## src/rtl/core/lcwc_pkg.sv

```systemverilog
// Package for the load cell weight conditioner: register indexes, reset values,
// field widths and the structs passed between the core modules.
// No dependencies.
package lcwc_pkg;

    localparam int RAW_W    = 24;
    localparam int DELTA_W  = 25;
    localparam int GAIN_W   = 32;
    localparam int WEIGHT_W = 32;
    localparam int DBAND_W  = 20;
    localparam int FRAC_W   = 20;
    localparam int PROD_W   = RAW_W + GAIN_W;
    localparam int QUOT_W   = PROD_W + 1 - FRAC_W;

    localparam int CFG_IDX_W  = 3;
    localparam int CFG_DATA_W = 32;
    localparam int IN_TDATA_W  = 24;
    localparam int OUT_TDATA_W = 96;

    // register indexes
    localparam logic [CFG_IDX_W-1:0] CFG_TARE_OFFSET  = 3'd0;
    localparam logic [CFG_IDX_W-1:0] CFG_GAIN_Q20     = 3'd1;
    localparam logic [CFG_IDX_W-1:0] CFG_ZB_LOW       = 3'd2;
    localparam logic [CFG_IDX_W-1:0] CFG_ZB_HIGH      = 3'd3;
    localparam logic [CFG_IDX_W-1:0] CFG_ZB_ENABLE    = 3'd4;
    localparam logic [CFG_IDX_W-1:0] CFG_DEADBAND_MG  = 3'd5;

    // reset values
    localparam logic [GAIN_W-1:0]  GAIN_RESET     = 32'd582542;
    localparam logic [DBAND_W-1:0] DEADBAND_RESET = 20'd20000;

    typedef struct packed {
        logic signed [RAW_W-1:0] tare_offset;
        logic [GAIN_W-1:0]       gain_q20;
        logic signed [RAW_W-1:0] zb_low;
        logic signed [RAW_W-1:0] zb_high;
        logic                    zb_enable;
        logic [DBAND_W-1:0]      deadband_mg;
    } t_cfg;

    typedef struct packed {
        logic signed [WEIGHT_W-1:0] weight;
        logic signed [DELTA_W-1:0]  delta;
        logic                       in_band;
    } t_scale_res;

endpackage

```

## src/rtl/core/load_cell_weight_conditioner_unit.sv

```systemverilog
// Top level of the load cell weight conditioner: config registers, input and
// result registers, stream handshake. Depends on lcwc_pkg, lcwc_scale, lcwc_smooth.
//
// Usage:
//  - s_axis: one raw converter sample per word (tdata = raw_sample, 24 bits).
//  - m_axis: one result word per sample; tdata carries display weight,
//    smoothed weight and tare-corrected counts, tuser flags the zero band.
//  - cfg: register writes (index, data); always ready. Write only while idle.
// Data path: a word taken sits in the input register; its result is registered
// in the result register when that stage advances and is presented on m_axis.
// Throughput: one word per cycle unless m_axis_tready stalls the result stage.
// The input register feeds the scale multiply, saturation, EMA update and
// deadband compare combinationally; EMA state and result registers load together.
// Stalls: if m_axis_tready is low the result register holds, the input
// register holds its word, and s_axis_tready drops only once both are full.
// Reset (i_rst_n low, synchronous): both stages empty, EMA state cleared so
// the next sample loads the smoother directly, registers to default values.
module load_cell_weight_conditioner_unit (
    input  logic                                 i_clk,
    input  logic                                 i_rst_n,
    // stream in
    input  logic                                 s_axis_tvalid,
    output logic                                 s_axis_tready,
    // [23:0] raw_sample
    input  logic [lcwc_pkg::IN_TDATA_W-1:0]      s_axis_tdata,
    // stream out
    output logic                                 m_axis_tvalid,
    input  logic                                 m_axis_tready,
    // [31:0] display_weight_mg, [63:32] smoothed_weight_mg,
    // [88:64] delta_counts, [95:89] zero
    output logic [lcwc_pkg::OUT_TDATA_W-1:0]     m_axis_tdata,
    // [0] in_zero_band
    output logic                                 m_axis_tuser,
    // config write
    input  logic                                 i_cfg_valid,
    output logic                                 o_cfg_ready,
    input  logic [lcwc_pkg::CFG_IDX_W-1:0]       i_cfg_index,
    input  logic [lcwc_pkg::CFG_DATA_W-1:0]      i_cfg_data
);
    import lcwc_pkg::*;

    // config registers
    t_cfg r_cfg;

    // input stage
    logic                    r_in_valid;
    logic signed [RAW_W-1:0] r_raw;

    // result stage
    logic                       r_out_valid;
    logic signed [WEIGHT_W-1:0] r_display;
    logic signed [WEIGHT_W-1:0] r_smoothed;
    logic signed [DELTA_W-1:0]  r_delta;
    logic                       r_in_band;

    logic                       advance;
    logic                       in_take;
    t_scale_res                 scale_res;
    logic signed [WEIGHT_W-1:0] smoothed;
    logic signed [WEIGHT_W-1:0] display;

    assign o_cfg_ready = 1'b1;

    always_ff @(posedge i_clk) begin
        if (!i_rst_n) begin
            r_cfg.tare_offset <= '0;
            r_cfg.gain_q20    <= GAIN_RESET;
            r_cfg.zb_low      <= '0;
            r_cfg.zb_high     <= '0;
            r_cfg.zb_enable   <= 1'b0;
            r_cfg.deadband_mg <= DEADBAND_RESET;
        end else if (i_cfg_valid) begin
            case (i_cfg_index)
                CFG_TARE_OFFSET: r_cfg.tare_offset <= $signed(i_cfg_data[RAW_W-1:0]);
                CFG_GAIN_Q20:    r_cfg.gain_q20    <= i_cfg_data[GAIN_W-1:0];
                CFG_ZB_LOW:      r_cfg.zb_low      <= $signed(i_cfg_data[RAW_W-1:0]);
                CFG_ZB_HIGH:     r_cfg.zb_high     <= $signed(i_cfg_data[RAW_W-1:0]);
                CFG_ZB_ENABLE:   r_cfg.zb_enable   <= i_cfg_data[0];
                CFG_DEADBAND_MG: r_cfg.deadband_mg <= i_cfg_data[DBAND_W-1:0];
                default: ;  // unknown index: ignored
            endcase
        end
    end

    // result stage moves when it is empty or being drained
    assign advance       = r_in_valid && (!r_out_valid || m_axis_tready);
    assign s_axis_tready = !r_in_valid || advance;
    assign in_take       = s_axis_tvalid && s_axis_tready;

    always_ff @(posedge i_clk) begin
        if (!i_rst_n) begin
            r_in_valid <= 1'b0;
        end else if (s_axis_tready) begin
            r_in_valid <= s_axis_tvalid;
        end
    end

    always_ff @(posedge i_clk) begin
        if (in_take) begin
            r_raw <= $signed(s_axis_tdata[RAW_W-1:0]);
        end
    end

    lcwc_scale u_scale (
        .i_raw (r_raw),
        .i_cfg (r_cfg),
        .o_res (scale_res)
    );

    lcwc_smooth u_smooth (
        .i_clk         (i_clk),
        .i_rst_n       (i_rst_n),
        .i_advance     (advance),
        .i_weight      (scale_res.weight),
        .i_deadband_mg (r_cfg.deadband_mg),
        .o_smoothed    (smoothed),
        .o_display     (display)
    );

    always_ff @(posedge i_clk) begin
        if (!i_rst_n) begin
            r_out_valid <= 1'b0;
        end else if (advance) begin
            r_out_valid <= 1'b1;
        end else if (m_axis_tready) begin
            r_out_valid <= 1'b0;
        end
    end

    always_ff @(posedge i_clk) begin
        if (advance) begin
            r_display  <= display;
            r_smoothed <= smoothed;
            r_delta    <= scale_res.delta;
            r_in_band  <= scale_res.in_band;
        end
    end

    assign m_axis_tvalid = r_out_valid;
    assign m_axis_tdata  = {{(OUT_TDATA_W-DELTA_W-2*WEIGHT_W){1'b0}},
                            r_delta, r_smoothed, r_display};
    assign m_axis_tuser  = r_in_band;

endmodule

```

## src/rtl/core/lcwc_scale.sv

```systemverilog
// Tare subtraction, Q12.20 gain multiply with rounding and saturation, zero band.
// Combinational; depends on lcwc_pkg.
module lcwc_scale (
    input  logic signed [lcwc_pkg::RAW_W-1:0] i_raw,
    input  lcwc_pkg::t_cfg                    i_cfg,
    output lcwc_pkg::t_scale_res              o_res
);
    import lcwc_pkg::*;

    logic signed [DELTA_W-1:0] delta;
    logic                      neg;
    logic [DELTA_W-1:0]        mag_full;
    logic [RAW_W-1:0]          mag;
    logic [PROD_W-1:0]         prod;
    logic [PROD_W:0]           prod_rnd;
    logic [QUOT_W-1:0]         quot;
    logic                      sat_pos;
    logic                      sat_neg;
    logic [WEIGHT_W-1:0]       scaled;
    logic                      in_band;

    always_comb begin
        delta    = DELTA_W'(i_raw) - DELTA_W'(i_cfg.tare_offset);
        neg      = delta[DELTA_W-1];
        mag_full = neg ? DELTA_W'(-delta) : DELTA_W'(delta);
        mag      = mag_full[RAW_W-1:0];   // |delta| < 2^24
        prod     = PROD_W'(mag) * PROD_W'(i_cfg.gain_q20);
        prod_rnd = {1'b0, prod} + ((PROD_W+1)'(1) << (FRAC_W-1));
        quot     = prod_rnd[PROD_W:FRAC_W];

        // positive limit 2^31-1, negative limit -2^31
        sat_pos = |quot[QUOT_W-1:WEIGHT_W-1];
        sat_neg = (|quot[QUOT_W-1:WEIGHT_W])
                  || (quot[WEIGHT_W-1] && (|quot[WEIGHT_W-2:0]));

        if (neg) begin
            scaled = sat_neg ? {1'b1, {(WEIGHT_W-1){1'b0}}} : -quot[WEIGHT_W-1:0];
        end else begin
            scaled = sat_pos ? {1'b0, {(WEIGHT_W-1){1'b1}}} : quot[WEIGHT_W-1:0];
        end

        in_band = i_cfg.zb_enable && (i_raw >= i_cfg.zb_low) && (i_raw <= i_cfg.zb_high);

        o_res.weight  = in_band ? '0 : $signed(scaled);
        o_res.delta   = delta;
        o_res.in_band = in_band;
    end

endmodule

```

## src/rtl/core/lcwc_smooth.sv

```systemverilog
// EMA smoother state (alpha 1/4) and display deadband.
// Depends on lcwc_pkg.
module lcwc_smooth (
    input  logic                                  i_clk,
    input  logic                                  i_rst_n,
    input  logic                                  i_advance,
    input  logic signed [lcwc_pkg::WEIGHT_W-1:0]  i_weight,
    input  logic [lcwc_pkg::DBAND_W-1:0]          i_deadband_mg,
    output logic signed [lcwc_pkg::WEIGHT_W-1:0]  o_smoothed,
    output logic signed [lcwc_pkg::WEIGHT_W-1:0]  o_display
);
    import lcwc_pkg::*;

    logic signed [WEIGHT_W-1:0] r_smooth;
    logic                       r_have;
    logic signed [WEIGHT_W-1:0] n_smooth;
    logic signed [WEIGHT_W:0]   diff;
    logic signed [WEIGHT_W:0]   sum;
    logic [WEIGHT_W:0]          mag;

    always_comb begin
        diff = (WEIGHT_W+1)'(i_weight) - (WEIGHT_W+1)'(r_smooth);
        // arithmetic shift gives floor division by 4; result lies between
        // old state and new weight so it fits 32 bits
        sum  = (WEIGHT_W+1)'(r_smooth) + (diff >>> 2);
        n_smooth = r_have ? sum[WEIGHT_W-1:0] : i_weight;
        mag = n_smooth[WEIGHT_W-1] ? (WEIGHT_W+1)'(-(WEIGHT_W+1)'(n_smooth))
                                   : (WEIGHT_W+1)'(n_smooth);
        o_smoothed = n_smooth;
        o_display  = (mag < (WEIGHT_W+1)'(i_deadband_mg)) ? '0 : n_smooth;
    end

    always_ff @(posedge i_clk) begin
        if (!i_rst_n) begin
            r_smooth <= '0;
            r_have   <= 1'b0;
        end else if (i_advance) begin
            r_smooth <= n_smooth;
            r_have   <= 1'b1;
        end
    end

endmodule

```

## config.mk

```make
export PLATFORM = sky130hd
export DESIGN_NAME = load_cell_weight_conditioner_unit
export DESIGN_NICKNAME = d
export VERILOG_FILES = /design/src/rtl/core/lcwc_pkg.sv /design/src/rtl/core/load_cell_weight_conditioner_unit.sv /design/src/rtl/core/lcwc_scale.sv /design/src/rtl/core/lcwc_smooth.sv
export SDC_FILE = /design/constraint.sdc
export NUM_CORES = 2
export LEC_CHECK = 0
export CAP_MARGIN = 0
export CORE_ASPECT_RATIO = 2
export CORE_MARGIN = 3
export CORE_UTILIZATION = 56
export CTS_CLUSTER_DIAMETER = 150
export CTS_CLUSTER_SIZE = 24
export DETAILED_ROUTE_END_ITERATION = 7
export DONT_BUFFER_PORTS = 1
export MAX_ROUTING_LAYER = met4
export PLACE_DENSITY = 0.78
export SYNTH_ARGS = -nofsm -noshare
export SYNTH_HDL_FRONTEND = slang
export SYNTH_HIERARCHICAL = 1
export SYNTH_SLANG_ARGS = --single-unit
```

## constraint.sdc

```tcl
create_clock -name i_clk -period 21 [get_ports i_clk]
set_clock_uncertainty 0.05 [all_clocks]
set_input_delay 4.2 -clock i_clk [delete_from_list [all_inputs] [get_ports i_clk]]
set_output_delay 4.2 -clock i_clk [all_outputs]
set_load 0.05 [all_outputs]
```

* Word level (Yosys, flattened, before mapping)
Index checks and enable logic that the tools add are counted.
Operators by class: add/subtract/negate cells 7, multiplexer cells 9, equality and inequality tests 5, magnitude comparators 3, multiply operators 1, reductions and logical operators 21
Operator list (count):
- 2-to-1 mux 32 bit | 5
- adder 56 x 20 -> 57 bit, second input constant | 1
- multiplier 24 x 32 -> 56 bit | 1
- < comparator 33 x 20 -> 1 bit | 1
- 2-to-1 mux 33 bit | 1
- negator 32 -> 33 bit | 1
- subtractor 32 x 32 -> 33 bit | 1
- adder 32 x 31 -> 32 bit | 1
- negator 32 bit | 1
- OR reduction 31 bit | 1
- subtractor 24 x 24 -> 25 bit | 1
- >= comparator 24 bit | 1
- less-or-equal comparator 24 bit | 1
- 2-to-1 mux 24 bit | 1
- negator 24 bit | 1
- AND reduction 2 bit | 6
- equality test 3 x 2 -> 1 bit, second input constant | 2
- equality test 3 bit, second input constant | 2
- OR reduction 6 bit | 1
- logical AND 1 bit | 5
- OR reduction 5 bit | 1
- equality test 3 x 1 -> 1 bit, second input constant | 1
- logical NOT 3 bit | 1
- logical OR 1 bit | 3
- 3 further kinds | 5
Storage, ports and cells: output and inout port bits 100, register bits 274

* Depth between registers and ports, before layout
depth in word-level cells 17, mapped depth 87, depth with buffers taken out 79

* Hierarchy
Netlist, hierarchy kept.
Modules (own cells, without submodules):
- lcwc_scale | area an instance 30314.1 um2, cells each 3726, times used 1
- load_cell_weight_conditioner_unit | area an instance 8299.2 um2, cells each 595, times used 1
- lcwc_smooth | area an instance 6661.4 um2, cells each 963, times used 1

* Worst setup path after synthesis
OpenSTA, ideal clock, no wires.
path kind register to register, start point reg r_raw[0], end point reg r_display[26] (data pin), arrival time 18715 ps, stages on the path, launching flop included 79, required time 20674 ps, setup slack 1959 ps, period minus slack after synthesis 19041 ps, path through edfxtp_1 > inv_1 > ha_1 > inv_1 > fa_1 > a211oi_1 > o21ai_0 > xor2_1 > or4b_1 > nor4_1 > or3b_2 > nor3_1 > nor2_1 > xor2_1 > clkbuf_1 > nand2_1 > fa_1 > inv_1 > [43 not listed] > o211a_1 > nand2b_1 > o221ai_1 > clkbuf_1 > clkbuf_1 > a21oi_1 > xnor2_1 > ha_1 > nor2b_1 > o21ai_0 > a21oi_1 > a2111oi_0 > nor2_1 > nor3_1 > o221ai_1 > nor4_4 > buf_4 > nor2_1
RTL lines:
- start: declaration | RTL line load_cell_weight_conditioner_unit.sv:47 | logic signed [RAW_W-1:0] r_raw;
- start signal: assignment | RTL line load_cell_weight_conditioner_unit.sv:100 | r_raw <= $signed(s_axis_tdata[RAW_W-1:0]);
- end signal: assignment | RTL line load_cell_weight_conditioner_unit.sv:132 | r_display <= display;
- end: declaration | RTL line load_cell_weight_conditioner_unit.sv:51 | logic signed [WEIGHT_W-1:0] r_display;

==> impl_metrics.ini <==
[floorplanning]
boundaryPins = 164
num_rows = 146
start_util = 0.5684
die_y_um = 408.1
dieArea_sq_um = 84500
die_x_um = 207.1
core_area_sq_um = 79650

[global_routing]
grt_pass1_vias = 41760
track_usage = 0.3548
grt_max_degree = 174
grt_pass1_wl_um = 227500
grt_overflow = 0
antenna_found_initial = 1

[synthesis]
yosys_warnings = 6
synthFlopType = dfxtp_1
ys_ff_latch = 274
netlist_area_sq_um = 45270
async_flop_share = 0
synth_edf_count = 114
syn_area_per_cell_sq_um = 8.568
syn_inst = 5284
ys_seq_area_frac = 0.1464
synth_cell_types = 112

[job]
drv_cap = 0

[timing]
relSlewSlack = 0.1328
period_needed_ns = 20.24
hold_violations = 0
setup_ws_ns = 0.7598
fmax_mhz = 49.41
max_slew.worst_pin.slew_ns = 1.299
drv_slew = 0
final-setup-viol-count = 0
min_period_over_period = 0.9638

[placed_design]
gp_congestion = 1.028
io_buffer_count = 0
post-place-ws_ns = 0.1402
dp.cells = 6252
dpl.hpwl_um = 118800

[routing]
first_pass_iters = 8
ant_nets = 0
vias = 38380
wl_per_cell_um = 23.40
drc = 1
vias_per_cell = 6.104
drt_iter0_drc = 2742
routed_wl_um = 147100

[layout]
stdcell_count = 6288
syn2layout_area_growth_pct = 5.881
drive_above_1_share = 0.07218
num-nets-final = 6337

[cts]
cts-root-buf = clkbuf_16
ctsHoldBuffers = 0
cts_tree = done
htreeDepth = 1
cts_made_buffers = 15
insertion_delay_ns = 0.56
cts_buffer_depth = 3
cts.sink_count = 274
clk_pin_slew_worst_paths_ns = 0.11

[critical_path]
crit_arrival_ns = 20.45
crit_fanout = 16
r2r_setup_slack_ns = 0.76
start_kind = register
worstPathRequired_ns = 21.20
setup.worst_path.end_class = register
cpMostUsedCell = fa_1
path_class = reg -> reg
max_stage_delay_ns = 0.61
cpMaxStageDelayCell = fa_1

[run_status]
outcome = finished, violations left
violations = design-rule violations

[worst_hold_path]
hold_path_class = reg -> reg
## per-stage QoR
stage	area (sq um)	utilization	hold slack, ns	setup TNS [ns]
global route	47940	0.6019	0.4310	-0.2714
finish	47940	0.6019	0.4145	0
floorplan	45300	-	0.3853	0
CTS	47580	0.5973	0.4156	0
global placement	47140	0.5919	0.3927	0
detailed placement	47140	0.5919	0.3983	0
## cell families (layout without fill, tap and decap cells)
kind of cell	Yosys count	count (layout)	share of synthesized area
XOR/XNOR	127	127	0.02457
buffers and inverters	1189	1150	0.1020
other	2	9	0.0001659
AND/OR/NAND/NOR	1782	1782	0.1867
adder cells (fa/ha/maj)	1029	1029	0.3940
flip-flops	274	274	0.1464
AO/OA/AOI/OAI	730	730	0.1126
multiplexers	151	151	0.03355
## cell type report
| class | instances | area [sq um] |
|---|---|---|
| tap | 1036 | 1296 |
| inverter | 919 | 3450 |
| fill | 7107 | 31710 |
| antenna | 1 | 2.502 |
| timing repair buffer | 207 | 1637 |
| clock inverter | 2 | 25.02 |
| multi-input combinational | 3827 | 34490 |
| sequential | 274 | 6628 |
| clock buffer | 22 | 411.6 |
## critical path, delay by kind of cell (launching register included)
kind	cells	cell delay (ns)
xor gates and xnor gates	3	0.44
AOI/OAI and AO/OA	28	6.30
buffers and inverters	15	1.87
and+or+nand+nor	25	5.35
adders and majority gates	13	5.49
DFF	1	0.38
## final timing paths
check                          from                 endpoint  cells past startpoint
max              r_raw[0]$_DFFE_PP_  r_display[12]$_DFFE_PP_                     84
min          r_cfg[92]$_SDFFE_PN0P_   r_cfg[92]$_SDFFE_PN0P_                      2
max reg2reg      r_raw[0]$_DFFE_PP_  r_display[12]$_DFFE_PP_                     84
min reg2reg  r_cfg[92]$_SDFFE_PN0P_   r_cfg[92]$_SDFFE_PN0P_                      2
## flip-flops by register name, summed over array words and instances, names as in the netlist
register and flops:
m_axis_tuser 1, m_axis_tvalid 1, r_cfg 125, r_delta 25
r_display 32, r_in_valid 1, r_raw 24, r_smoothed 32
u_smooth/r_have 1, u_smooth/r_smooth 32
## repair_timing
item	in CTS	in global routing
endpoints found under the hold margin	0	0
buffers inserted	0	10
endpoints found under the setup margin	0	32
gates resized for setup	0	68
## layer usage
metal	up-vias	global-route usage	part of all wire
met4	0	0.2664	0.095
met2	1829	0.6341	0.52
li1	16850	-	-
met1	18980	0.3488	0.33
met5	-	-	0
met3	722	0.04512	0.060
## placed cells by master (no fill, tap or decap), types with 18 or more instances in the layout
cell      instances
edfxtp_1        114
a211oi_2         19
a31oi_1          28
nand3_1          55
inv_1           911
nor3_1           68
ha_1            364
or3_1            22
nand2_1         832
xnor2_1          72
and3_1           37
o21a_1           44
a21o_1           56
mux2i_1         145
a21oi_1         174
nor2b_1         116
and2_1          207
xor2_1           32
o211ai_1         25
fa_1            661
nand2b_1         29
o21ai_0         109
nor2_1          254
nand4_1          54
buf_4           198
o21ai_1          18
a211oi_1         52
dfxtp_1         159
## Yosys cell counts, types with 117 or more instances
library cell,instances,share of area
inv_1,912,0.076
nand2_1,833,0.069
fa_1,661,0.29
ha_1,368,0.10
nor2_1,257,0.021
clkbuf_1,221,0.018
and2_1,207,0.029
a21oi_1,184,0.020
dfxtp_1,160,0.071
mux2i_1,145,0.032
o21ai_0,118,0.013
nor2b_1,117,0.016
Power is not shown: default switching activity piles up to over one toggle a cycle in this logic, so the estimate is an artifact.
